==> config.mk <==
export PLATFORM = sky130hd
export DESIGN_NAME = ring_buffer_frame_packer_unit
export DESIGN_NICKNAME = d
export VERILOG_FILES = /design/src/rtl/rbfp_pkg.sv /design/src/rtl/rbfp_ram.sv /design/src/rtl/rbfp_ctrl.sv /design/src/rtl/rbfp_datapath.sv /design/src/rtl/ring_buffer_frame_packer_unit.sv
export SDC_FILE = /design/constraint.sdc
export NUM_CORES = 2
export LEC_CHECK = 0
export BUFFER_PORTS_ARGS = -buffer_cell sky130_fd_sc_hd__buf_2
export CAP_MARGIN = 30
export CORE_MARGIN = 2
export CORE_UTILIZATION = 30
export CTS_BUF_LIST = sky130_fd_sc_hd__clkbuf_4 sky130_fd_sc_hd__clkbuf_8
export CTS_CLUSTER_DIAMETER = 100
export DETAILED_ROUTE_END_ITERATION = 8
export HOLD_SLACK_MARGIN = 0.05
export PLACE_DENSITY = 0.53
export SYNTH_ARGS = -nofsm -noshare
export SYNTH_HDL_FRONTEND = slang
export SYNTH_SLANG_ARGS = --single-unit
==> constraint.sdc <==
create_clock -name clk_i -period 4.19 [get_ports clk_i]
set_clock_uncertainty 0.1 [all_clocks]
set_input_delay 0.2095 -clock clk_i [delete_from_list [all_inputs] [get_ports clk_i]]
set_output_delay 0.2095 -clock clk_i [all_outputs]
set_load 0.01 [all_outputs]
==> src/rtl/rbfp_pkg.sv <==
// Shared types and constants of the ring buffer frame packer.
`default_nettype none

package rbfp_pkg;

  localparam int unsigned RingDepthDef    = 256;
  localparam int unsigned FramePayloadDef = 63;
  localparam int unsigned ByteW           = 8;
  localparam int unsigned IdxW            = 6;
  localparam int unsigned TimeoutW        = 8;

  localparam logic [TimeoutW-1:0] TimeoutRst = 8'd5;

  // Input command codes.
  localparam logic CmdPush = 1'b0;
  localparam logic CmdTick = 1'b1;

  typedef struct packed {
    logic             command;
    logic [ByteW-1:0] data_byte;
  } in_beat_t;

  typedef struct packed {
    logic [ByteW-1:0] frame_byte;
    logic [IdxW-1:0]  byte_index;
    logic             last;
    logic             overflow_seen;
  } out_beat_t;

  // Commands from the controller to the datapath.
  typedef struct packed {
    logic accept;
    logic issue;
    logic out_load;
  } dp_cmd_t;

  // Status from the datapath to the controller.
  typedef struct packed {
    logic start_frame;
  } dp_status_t;

endpackage

`default_nettype wire

==> src/rtl/rbfp_ram.sv <==
// Generic single-port-write, single-port-read RAM with registered read data.
`default_nettype none

module rbfp_ram #(
  parameter int unsigned Width = 8,
  parameter int unsigned Depth = 256
) (
  input  wire logic                     clk_i,
  input  wire logic                     we_i,
  input  wire logic [$clog2(Depth)-1:0] waddr_i,
  input  wire logic [Width-1:0]         wdata_i,
  input  wire logic                     re_i,
  input  wire logic [$clog2(Depth)-1:0] raddr_i,
  output logic      [Width-1:0]         rdata_o
);

  logic [Width-1:0] mem_q [Depth];

  always_ff @(posedge clk_i) begin
    if (we_i) begin
      mem_q[waddr_i] <= wdata_i;
    end
    if (re_i) begin
      rdata_o <= mem_q[raddr_i];
    end
  end

endmodule

`default_nettype wire

==> src/rtl/rbfp_ctrl.sv <==
// Controller: accepts beats, sequences frame reads and runs the output handshake.
`default_nettype none

module rbfp_ctrl #(
  parameter int unsigned FRAME_PAYLOAD = rbfp_pkg::FramePayloadDef,
  localparam int unsigned FrameLen = FRAME_PAYLOAD + 1,
  localparam int unsigned PosW     = $clog2(FrameLen)
) (
  input  wire logic                   clk_i,
  input  wire logic                   rst_ni,
  input  wire logic                   in_valid_i,
  output logic                        in_ready_o,
  input  wire logic                   out_ready_i,
  output logic                        out_valid_o,
  input  wire rbfp_pkg::dp_status_t   status_i,
  output rbfp_pkg::dp_cmd_t           cmd_o,
  output logic [PosW-1:0]             pos_o
);

  typedef enum logic {
    StIdle,
    StSend
  } state_e;

  state_e          state_q;
  logic [PosW-1:0] pos_q;
  logic            s1_valid_q;
  logic            out_valid_q;

  logic accept;
  logic advance;
  logic issue;
  logic out_load;
  logic last_pos;

  always_comb begin
    accept   = in_valid_i && (state_q == StIdle);
    advance  = !out_valid_q || out_ready_i;
    issue    = (state_q == StSend) && (!s1_valid_q || advance);
    out_load = s1_valid_q && advance;
    last_pos = (pos_q == PosW'(FrameLen - 1));
  end

  always_ff @(posedge clk_i or negedge rst_ni) begin
    if (!rst_ni) begin
      state_q     <= StIdle;
      pos_q       <= '0;
      s1_valid_q  <= 1'b0;
      out_valid_q <= 1'b0;
    end else begin
      case (state_q)
        StIdle: begin
          if (accept && status_i.start_frame) begin
            state_q <= StSend;
            pos_q   <= '0;
          end
        end
        StSend: begin
          if (issue) begin
            if (last_pos) begin
              state_q <= StIdle;
            end else begin
              pos_q <= pos_q + 1'b1;
            end
          end
        end
        default: begin
          state_q <= StIdle;
        end
      endcase
      s1_valid_q  <= issue || (s1_valid_q && !advance);
      out_valid_q <= out_load || (out_valid_q && !out_ready_i);
    end
  end

  assign in_ready_o     = (state_q == StIdle);
  assign out_valid_o    = out_valid_q;
  assign cmd_o.accept   = accept;
  assign cmd_o.issue    = issue;
  assign cmd_o.out_load = out_load;
  assign pos_o          = pos_q;

endmodule

`default_nettype wire

==> src/rtl/rbfp_datapath.sv <==
// Datapath: ring pointers, wait counter, overflow flag, ring RAM and frame byte registers.
`default_nettype none

module rbfp_datapath #(
  parameter int unsigned RING_DEPTH    = rbfp_pkg::RingDepthDef,
  parameter int unsigned FRAME_PAYLOAD = rbfp_pkg::FramePayloadDef,
  localparam int unsigned FrameLen = FRAME_PAYLOAD + 1,
  localparam int unsigned PosW     = $clog2(FrameLen)
) (
  input  wire logic                                clk_i,
  input  wire logic                                rst_ni,
  input  wire rbfp_pkg::in_beat_t                  in_beat_i,
  input  wire rbfp_pkg::dp_cmd_t                   cmd_i,
  input  wire logic [PosW-1:0]                     pos_i,
  output rbfp_pkg::dp_status_t                     status_o,
  input  wire logic                                cfg_valid_i,
  input  wire logic [rbfp_pkg::TimeoutW-1:0]       cfg_data_i,
  output rbfp_pkg::out_beat_t                      out_beat_o
);

  localparam int unsigned AW = $clog2(RING_DEPTH);
  localparam logic [AW:0] DepthW = (AW + 1)'(RING_DEPTH);

  logic [AW-1:0]                   rp_q, wp_q, raddr_q;
  logic [rbfp_pkg::TimeoutW-1:0]   wait_q, timeout_q;
  logic                            ovf_q;
  logic [PosW-1:0]                 frame_n_q;
  logic                            frame_ovf_q;
  logic [PosW-1:0]                 s1_pos_q;
  logic                            s1_data_q;
  logic                            s1_ovf_q;
  rbfp_pkg::out_beat_t             out_q;

  logic [AW:0]                     diff, diff_wrap, rp_sum;
  logic [AW-1:0]                   pending, rp_next, wp_next, raddr_next;
  logic                            full, empty, have_full, timed_out, is_push;
  logic                            tick_frame, ram_we, ram_re, is_data;
  logic [rbfp_pkg::TimeoutW-1:0]   wait_inc;
  logic [PosW-1:0]                 frame_n;
  logic [rbfp_pkg::ByteW-1:0]      ram_rdata;

  always_comb begin
    diff       = {1'b0, wp_q} - {1'b0, rp_q};
    diff_wrap  = diff + DepthW;
    pending    = diff[AW] ? diff_wrap[AW-1:0] : diff[AW-1:0];
    full       = (pending == AW'(RING_DEPTH - 1));
    empty      = (pending == '0);
    have_full  = (int'(pending) >= int'(FRAME_PAYLOAD));
    wait_inc   = wait_q + 1'b1;
    timed_out  = (wait_inc == timeout_q);
    is_push    = (in_beat_i.command == rbfp_pkg::CmdPush);
    tick_frame = !is_push && !empty && (have_full || timed_out);
    frame_n    = have_full ? PosW'(FRAME_PAYLOAD) : PosW'(pending);
    rp_sum     = {1'b0, rp_q} + (AW + 1)'(frame_n);
    rp_next    = (rp_sum >= DepthW) ? AW'(rp_sum - DepthW) : rp_sum[AW-1:0];
    wp_next    = (wp_q == AW'(RING_DEPTH - 1)) ? '0 : wp_q + 1'b1;
    raddr_next = (raddr_q == AW'(RING_DEPTH - 1)) ? '0 : raddr_q + 1'b1;
    ram_we     = cmd_i.accept && is_push && !full;
    // Positions 1..n carry stored bytes; position 0 is the count.
    is_data    = (pos_i != '0) && (pos_i <= frame_n_q);
    ram_re     = cmd_i.issue && is_data;
  end

  assign status_o.start_frame = tick_frame;

  always_ff @(posedge clk_i or negedge rst_ni) begin
    if (!rst_ni) begin
      rp_q      <= '0;
      wp_q      <= '0;
      wait_q    <= '0;
      ovf_q     <= 1'b0;
      timeout_q <= rbfp_pkg::TimeoutRst;
    end else begin
      if (cfg_valid_i) begin
        timeout_q <= cfg_data_i;
      end
      if (cmd_i.accept) begin
        if (is_push) begin
          if (full) begin
            ovf_q <= 1'b1;
          end else begin
            wp_q <= wp_next;
          end
        end else if (!empty) begin
          if (tick_frame) begin
            wait_q <= '0;
            rp_q   <= rp_next;
            ovf_q  <= 1'b0;
          end else begin
            wait_q <= wait_inc;
          end
        end
      end
    end
  end

  always_ff @(posedge clk_i) begin
    if (cmd_i.accept && tick_frame) begin
      frame_n_q   <= frame_n;
      frame_ovf_q <= ovf_q;
      raddr_q     <= rp_q;
    end else if (ram_re) begin
      raddr_q <= raddr_next;
    end
    if (cmd_i.issue) begin
      s1_pos_q  <= pos_i;
      s1_data_q <= is_data;
      s1_ovf_q  <= frame_ovf_q;
    end
    if (cmd_i.out_load) begin
      if (s1_pos_q == '0) begin
        out_q.frame_byte <= rbfp_pkg::ByteW'(frame_n_q);
      end else if (s1_data_q) begin
        out_q.frame_byte <= ram_rdata;
      end else begin
        out_q.frame_byte <= '0;
      end
      out_q.byte_index    <= rbfp_pkg::IdxW'(s1_pos_q);
      out_q.last          <= (s1_pos_q == PosW'(FrameLen - 1));
      out_q.overflow_seen <= s1_ovf_q;
    end
  end

  rbfp_ram #(
    .Width (rbfp_pkg::ByteW),
    .Depth (RING_DEPTH)
  ) u_ram (
    .clk_i   (clk_i),
    .we_i    (ram_we),
    .waddr_i (wp_q),
    .wdata_i (in_beat_i.data_byte),
    .re_i    (ram_re),
    .raddr_i (raddr_q),
    .rdata_o (ram_rdata)
  );

  assign out_beat_o = out_q;

endmodule

`default_nettype wire

==> src/rtl/ring_buffer_frame_packer_unit.sv <==
// Top level of the ring buffer frame packer: byte FIFO that packs its contents into frames.
//
//   Channel   Direction  Handshake                 Beat
//   in        input      in_valid_i / in_ready_o   rbfp_pkg::in_beat_t (push or send tick)
//   out       output     out_valid_o / out_ready_i rbfp_pkg::out_beat_t (one frame byte)
//   cfg       input      cfg_valid_i / cfg_ready_o send_timeout value, 8 bits
//
// Bytes can stream in at one per cycle while no frame is being sent.
// A send tick that does not start a frame leaves in_ready_o high.
// A tick that starts a frame holds in_ready_o low until the count byte and all
// FRAME_PAYLOAD byte positions are issued, which a stalled output holds back; the single
// read port of the ring RAM fetches one frame byte per cycle unless the output stalls.
// Reset clears pointers, wait counter, overflow flag and sets send_timeout to 5;
// the ring RAM is not cleared, there is no clearing pass.
// The output register parts the two sides: a new beat may be accepted while
// the last byte of a frame still waits for out_ready_i.
`default_nettype none

module ring_buffer_frame_packer_unit #(
  parameter int unsigned RING_DEPTH    = rbfp_pkg::RingDepthDef,
  parameter int unsigned FRAME_PAYLOAD = rbfp_pkg::FramePayloadDef
) (
  input  wire logic                          clk_i,
  input  wire logic                          rst_ni,
  input  wire logic                          in_valid_i,
  output logic                               in_ready_o,
  input  wire rbfp_pkg::in_beat_t            in_beat_i,
  output logic                               out_valid_o,
  input  wire logic                          out_ready_i,
  output rbfp_pkg::out_beat_t                out_beat_o,
  input  wire logic                          cfg_valid_i,
  output logic                               cfg_ready_o,
  input  wire logic [rbfp_pkg::TimeoutW-1:0] cfg_data_i
);

  localparam int unsigned PosW = $clog2(FRAME_PAYLOAD + 1);

  rbfp_pkg::dp_cmd_t    cmd;
  rbfp_pkg::dp_status_t status;
  logic [PosW-1:0]      pos;

  // The timeout register can always take a write.
  assign cfg_ready_o = 1'b1;

  // The controller decides when beats move; the datapath decides what they carry.
  rbfp_ctrl #(
    .FRAME_PAYLOAD (FRAME_PAYLOAD)
  ) u_ctrl (
    .clk_i       (clk_i),
    .rst_ni      (rst_ni),
    .in_valid_i  (in_valid_i),
    .in_ready_o  (in_ready_o),
    .out_ready_i (out_ready_i),
    .out_valid_o (out_valid_o),
    .status_i    (status),
    .cmd_o       (cmd),
    .pos_o       (pos)
  );

  rbfp_datapath #(
    .RING_DEPTH    (RING_DEPTH),
    .FRAME_PAYLOAD (FRAME_PAYLOAD)
  ) u_datapath (
    .clk_i       (clk_i),
    .rst_ni      (rst_ni),
    .in_beat_i   (in_beat_i),
    .cmd_i       (cmd),
    .pos_i       (pos),
    .status_o    (status),
    .cfg_valid_i (cfg_valid_i),
    .cfg_data_i  (cfg_data_i),
    .out_beat_o  (out_beat_o)
  );

endmodule

`default_nettype wire

After elaboration in Yosys (flattened, before gate mapping)
Memory sizes are Yosys's and may differ from the RTL's. A register that Yosys moved wholly into a read port is not among the register bits.
Index checks and enable logic that the tools add are counted.
Storage, ports and cells
  flip-flop bits (word level): 81
  bits in writable memories: 2048
  bits of input ports: 22
  output and inout bits: 19
  memories kept: 1
Memories
  u_datapath.u_ram.mem_q: depth 256, width 8, rd ports 1, clocked after memory_dff 1, write ports 1, line rbfp_ram.sv:17  | logic [Width-1:0] mem_q [Depth];
Operators by class
  add/subtract/negate cells: 8
  order comparisons: 3
  equal/unequal tests: 11
  muxes and demuxes: 24
  bitwise gates (word level): 5
  reductions and logical operators: 34
Operator list (number)
  8-bit 2-to-1 mux: 7
  6-bit 2-to-1 mux: 6
  8-bit by 1-bit adder with 8-bit output, second input constant: 4
  8-bit == test, second input constant: 3
  6-bit == test, second input constant: 2
  1-bit logical AND: 12
  6-bit case mux with 2 select lines: 1
  8-bit by 6-bit adder with 9-bit output: 1
  9-bit greater-or-equal comparator, second input constant: 1
  1-bit 2-to-1 mux: 9
  3-bit AND reduction: 3
  8-bit by 8-bit subtractor with 9-bit output: 1
  8-bit == test: 1
  8-bit by 6-bit greater-or-equal comparator with 1-bit output, second input constant: 1
  8-bit logical NOT: 1
  4-bit AND reduction: 2
  8-bit by 1-bit subtractor with 8-bit output, second input constant: 1
  6-bit by 1-bit adder with 6-bit output, second input constant: 1
  6-bit <= comparator: 1
  1-bit logical NOT: 6
  6-bit logical NOT: 1
  2-bit inequality test, second input constant: 3
  6-bit nonzero test: 1
  1-bit logical OR: 5
  other kinds (5): 11

Longest topological paths before layout
  word-level depth: 10
  mapped depth: 17
  mapped depth without buffers: 17

Cells and area by module
A second synthesis with hierarchy kept.
Unflattened totals
  cells, all modules: 4169
  area total of the unflattened synthesis: 84308.4 um2
By module, submodules not included
  rbfp_ram: instances 1, cells each 3733, area each 79636.4 um2, seq. area each 61739.2 um2
  rbfp_datapath: instances 1, cells each 384, area each 4170.2 um2, seq. area each 1999.4 um2
  rbfp_ctrl: instances 1, cells each 50, area each 490.5 um2, seq. area each 225.2 um2
  ring_buffer_frame_packer_unit: instances 1, cells each 2, area each 11.3 um2, seq. area each 0.0 um2

Worst setup path after synthesis
OpenSTA, ideal clock, no wires.
  path type: register to register
  start point: register u_datapath.wp_q[0]
  end point: register u_datapath.rp_q[6]
  library setup time: 0.080 ns
  arrival time: 3.577 ns
  required time: 4.010 ns
  path slack: 0.433 ns
  cell stages (with the launch flop): 18
  clock period less this slack: 3.757 ns
  cell sequence: dfrtp_1 > inv_1 > ha_1 > inv_1 > fa_1 > a211oi_1 > or4b_1 > o311a_1 > o21a_1 > and2_1 > nand2b_1 > fa_1 > a21o_1 > a21oi_1 > nor2b_1 > o21a_1 > o21ai_0 > xnor2_1
Between the ends
  cells in the longest elaborated chain, start to end: 8
  elaborated cells on any way between the ends: 16
  classes of those cells: add/sub (4); order compare (2); mux (3); bitwise (1); reduce/logical (6)
Ends and longest elaborated chain
  start, declared: line rbfp_datapath.sv:24  | logic [AW-1:0] rp_q, wp_q, raddr_q;
  start signal, assigned: line rbfp_datapath.sv:82  | wp_q <= wp_next;
  8-bit by 8-bit subtractor with 9-bit output (*): line rbfp_datapath.sv:43  | diff = {1'b0, wp_q} - {1'b0, rp_q};
  8-bit by 1-bit adder with 8-bit output: line rbfp_datapath.sv:44  | diff_wrap = diff + DepthW;
  8-bit 2-to-1 mux (*): line rbfp_datapath.sv:45  | pending = diff[AW] ? diff_wrap[AW-1:0] : diff[AW-1:0];
  8-bit by 6-bit greater-or-equal comparator with 1-bit output: line rbfp_datapath.sv:48  | have_full = (int'(pending) >= int'(FRAME_PAYLOAD));
  6-bit 2-to-1 mux (*): line rbfp_datapath.sv:53  | frame_n = have_full ? PosW'(FRAME_PAYLOAD) : PosW'(pending);
  named net u_datapath.frame_n[1]: line rbfp_datapath.sv:39  | logic [PosW-1:0] frame_n;
  8-bit by 6-bit adder with 9-bit output (*): line rbfp_datapath.sv:54  | rp_sum = {1'b0, rp_q} + (AW + 1)'(frame_n);
  8-bit by 1-bit subtractor with 8-bit output or 9-bit greater-or-equal comparator (tied branches): line rbfp_datapath.sv:55  | rp_next = (rp_sum >= DepthW) ? AW'(rp_sum - DepthW) : rp_sum[AW-1:0];
  8-bit 2-to-1 mux (*): line rbfp_datapath.sv:55
  end signal, assigned: line rbfp_datapath.sv:87  | rp_q <= rp_next;
  end, declared: line rbfp_datapath.sv:24
Mark *: on every way through the listed nets, which the timed path passes. The rest lies on a longest branch.
A chain may end at the register's enable or synchronous reset.

Worst setup path after layout
  start point: register u_datapath.wp_q[0]
  end point: memory u_datapath.u_ram.mem_q[218][6] (enable)
Between the ends
  cells in the longest elaborated chain, start to end: 8
Ends and longest elaborated chain
  8-bit by 8-bit subtractor with 9-bit output: line rbfp_datapath.sv:43
  8-bit by 1-bit adder with 8-bit output: line rbfp_datapath.sv:44
  8-bit 2-to-1 mux: line rbfp_datapath.sv:45
  8-bit == test: line rbfp_datapath.sv:46  | full = (pending == AW'(RING_DEPTH - 1));
  1-bit logical NOT: line rbfp_datapath.sv:58  | ram_we = cmd_i.accept && is_push && !full;
  1-bit logical AND: line rbfp_datapath.sv:58
  1-bit 2-to-1 mux: line rbfp_ram.sv:20  | if (we_i) begin
  1-bit 2-to-1 mux (not written as such): line rbfp_ram.sv:21  | mem_q[waddr_i] <= wdata_i;
  end, declared: line rbfp_ram.sv:17
Several ways; a longest one is shown, not always the timed one.

==> impl_results.md <==
- Design Area, Final: just under 0.1 sq mm
- Crit-path max cell delay: ~0.57 ns
- Clock sinks: about 2,100
- Die area: approximately 0.28 sq mm
- Core Region: ~0.28 sq mm
- Wire per inst: 26.4 um
- Placed Area: 0.0902 sq mm
- Critical path class: flop to flop
- Max cap viols: 0
- Peak fanout along the critical path: 20
- Reg area: between 0.06 and 0.07 sq mm
- Multi-input gate area: approximately 0.019 sq mm
- HPWL after DPL: 132,000 um
- Clock latency at the later pin of the worst-skew pair: roughly 1.1 ns
- Tmin final: around 4.1 ns
- Yosys top cell area share: about three quarters
- Vias/cell: slightly below 5
- Vias in the first global route: approximately 42,000
- Final hold slack: roughly 0.17 ns
- Critical path required time: about 4.7 ns
- Mapped Nets: around 3,800
- Clock slew at the register clock pins of the worst setup and hold paths: ~0.060 ns
- CTS tree: built
- Most frequent cell on the critical path: buf_4
- Critical path launch point type: flop
- Status: finished clean
- CP top delay family: simple AND/OR/NAND/NOR gates
- Fin crit share: around 100%
- Met2 wire len: 103,000 um
- IO buf count: 39
- Leak: just over 30 nW
- Root Buffer: clkbuf_8
- Critical path endpoint category: flop
- Initial core utilization: 30.2%
- Remaining antenna violation count after routing: 0
- Register area share after synthesis: between 70% and 80%
- Post-Syn Instances: between 3,000 and 4,000
- Final WS setup: roughly 0.09 ns
- Netlist Area Pre-Place: 0.0837 sq mm
- Via count: approximately 41,000
- Area leader, netlist: edfxtp_1
- YS warnings: 0
- Initial antenna violation count: 9
- WP data arrival: between 4 and 5 ns
- GRT Residual Overflow: 0
- Largest cells by area after synthesis: edfxtp_1 (75%), mux4_2 (17%), nor2_1 (1.3%)
- RD Place Congestion: between 0.8 and 0.9
- Post-synth EDFFs: ~2,100
- Share of cells above drive strength 1: 37.1%
- Yosys cell types: 70
- Critical path, cell by cell: inv_1, ha_1, inv_1, fa_1, buf_4, xnor2_1, nor4_2, nand4bb_1, buf_4, o311ai_4, buf_12, or3_1, buf_4, nor2_1
- Top layer reached by signal wires: met4
- Metal3 WL: 14,200 um
- Fmax: about 0.24 GHz
- Final #Nets: roughly 4,300
- Hold Fails Final Rpt: 0
- Sum of buffers and inverters on the critical path: 6
- Worst VDD drop: between 0.0003 and 0.0004 V
- DRC viols: 0
- # fillers: approximately 26,000
- Ys flop type: edfxtp_1
- Final setup violation count: 0
- FF+latch count, synth: between 2,000 and 2,500
- CTS Buffer Depth: 4
- Dpl ws: -0.129 ns
- Die height: 532 um
- First-pass GRT wire length: between 300,000 and 400,000 um
- H-tree depth: 5
- TritonCTS buffer count: 369
- Rel. slew slack: roughly 26%
- Slew @ Worst Pin: about 1.1 ns
- Die width: approximately 530 um
- GR Util All Layers: between 10% and 20%
- # rows: between 150 and 200
- Fraction of registers with async set/reset: under 10%
- Final Max Tran Viols: 0
- Num ports: 41
- Crit path max-delay cell type: nor2_1
- Pwr dens: around 620 mW/mm^2
- Largest net degree at the start of global routing: about 150
- Iter 0 DRT Violations: 3,970
- Hold crit path type: input port to flop
- Final wirelength: 217,000 um
- DRT met1 WL: between 90,000 and 100,000 um
- Area delta synth->final: 17.1%
- Avg Cell Area, Syn: between 20 and 25 sq um
- DRT Pass-1 Iters: 6
- RSZ-0062 raised after global routing: true
-- layout by cell type, fill, tap and decap left out, drive strengths merged, types with 6 or more instances in the layout --
cell type and n:
nor2 283, o31ai 6, xnor2 18, nand3b 6, or3 6, a221oi 14
dlygate4sd3 42, xor2 10, nor3 9, a22o 14, o221ai 9, clkinv 126
a22oi 43, clkinvlp 6, edfxtp 2095, buf 292, inv 34, nand3 36
dfrtp 40, clkbuf 489, and2 6, mux2 9, ha 26, nand2 72
nand2b 18, nor2b 16, o21ai 40, or2 16, o21a 6, mux4 639
bufinv 7, a21oi 10
-- stage by stage --
step / TNS [ns] / utilization [%] / total power [W] / std cells
6_report: 0 / 35.4 / 0.0609 / 8218
3_5_place_dp: -4.53 / 32.6 / 0.0434 / 7534
2_1_floorplan: 0 / - / 0.0359 / 3763
3_3_place_gp: -11.39 / 32.5 / 0.0433 / 7528
5_1_grt: -3.85 / 35.4 / 0.0632 / 8215
4_1_cts: -1.60 / 35.3 / 0.0615 / 8212
-- path summary, 6_finish.rpt --
path / cells after the start / startpoint / slack [ns] / end
worst max-delay path: 14 / u_datapath.wp_q[0] / 0.09 / u_datapath.u_ram.mem_q[218][6]
worst min-delay path: 2 / in_beat_i[0] / 0.17 / u_datapath.u_ram.mem_q[69][0]
worst max register to register: 14 / u_datapath.wp_q[0] / 0.09 / u_datapath.u_ram.mem_q[218][6]
worst min register to register: 0 / u_datapath.s1_ovf_q / 0.34 / u_datapath.out_beat_o[0]
max in group asynchronous: 4 / rst_ni / 3.16 / u_datapath.rp_q[2]
min in group asynchronous: 3 / rst_ni / 0.20 / u_datapath.wait_q[4]
-- report_power, final --
group | internal, W | switching, W | leakage (nW)
clock network | 0.00974 | 0.00827 | 3.65
logic | 0.00844 | 0.0103 | 7.41
registers | 0.0239 | 0.000277 | 19.3
total | 0.0421 | 0.0188 | 30.4
-- cell families (layout without fill, tap and decap cells) --
group | Yosys count | count (layout) | share of synthesized area (%)
DFF | 2137 | 2137 | 76.4
other | 1 | 6 | 0.00448
AOI/OAI and AO/OA | 177 | 177 | 1.54
adders and majority gates | 28 | 28 | 0.436
buffers and inverters | 251 | 996 | 1.39
and+or+nand+nor | 491 | 491 | 2.59
muxes | 650 | 650 | 17.3
xor gates and xnor gates | 28 | 28 | 0.293
-- flip-flops by register name (all words and copies together) (netlist names), 6 cells and up --
register	count
u_datapath.u_ram.mem_q	2048
u_datapath.out_beat_o	16
u_datapath.raddr_q	8
u_datapath.rp_q	8
u_datapath.timeout_q	8
u_datapath.u_ram.rdata_o	8
u_datapath.wait_q	8
u_datapath.wp_q	8
u_ctrl.pos_o	6
u_datapath.frame_n_q	6
u_datapath.s1_pos_q	6
-- synth_stat cells (4+ instances only) --
cell type / instances
nor2_1: 283
o21a_1: 6
nand2b_1: 18
clkbuf_1: 116
inv_1: 26
buf_1: 16
a22o_1: 14
edfxtp_1: 2095
ha_1: 26
and2_1: 6
buf_6: 8
nor2b_1: 16
xor2_1: 10
or2_2: 15
a22oi_1: 43
a21o_1: 5
nor4_1: 4
a21oi_1: 9
nand3_1: 36
dfrtp_1: 40
o21ai_0: 36
o221ai_1: 9
o211ai_1: 5
nand3b_1: 6
mux2_2: 9
or3_1: 6
nand4_1: 4
mux4_2: 639
o21ai_1: 4
xnor2_1: 18
buf_4: 23
a221oi_1: 14
nor3_1: 9
and3_1: 5
buf_2: 61
o31ai_1: 6
nand2_1: 72
-- what timing repair did --
action / 4_1_cts / 5_1_grt
endpoints found under the hold margin: 2148 / 0
cloned: 0 / 0
setup endpoints to repair: 263 / 1652
gates resized for setup: 40 / 125
hold buffers: 43 / 0
pin swaps: 0 / 2
buffers inserted: 0 / 1
-- per-layer routing --
| metal | global-route usage, % | up-vias |
|---|---|---|
| li1 | - | 16900 |
| met1 | 21.1 | 21900 |
| met2 | 23.9 | 1597 |
| met3 | 2.84 | 326 |
| met4 | 4.55 | 0 |
| met5 | 0 | - |
-- cell type report --
type	instances	share of cell area, %
diodes	5	0.0128
clock buffers	489	6.15
clock inverters	146	0.867
inverters	27	0.103
multi-input cells	1375	19.5
flip-flops and latches	2137	65.3
well taps	3705	4.73
repair buffers	334	3.40
Note: power is estimated with default switching activity, not from simulation.
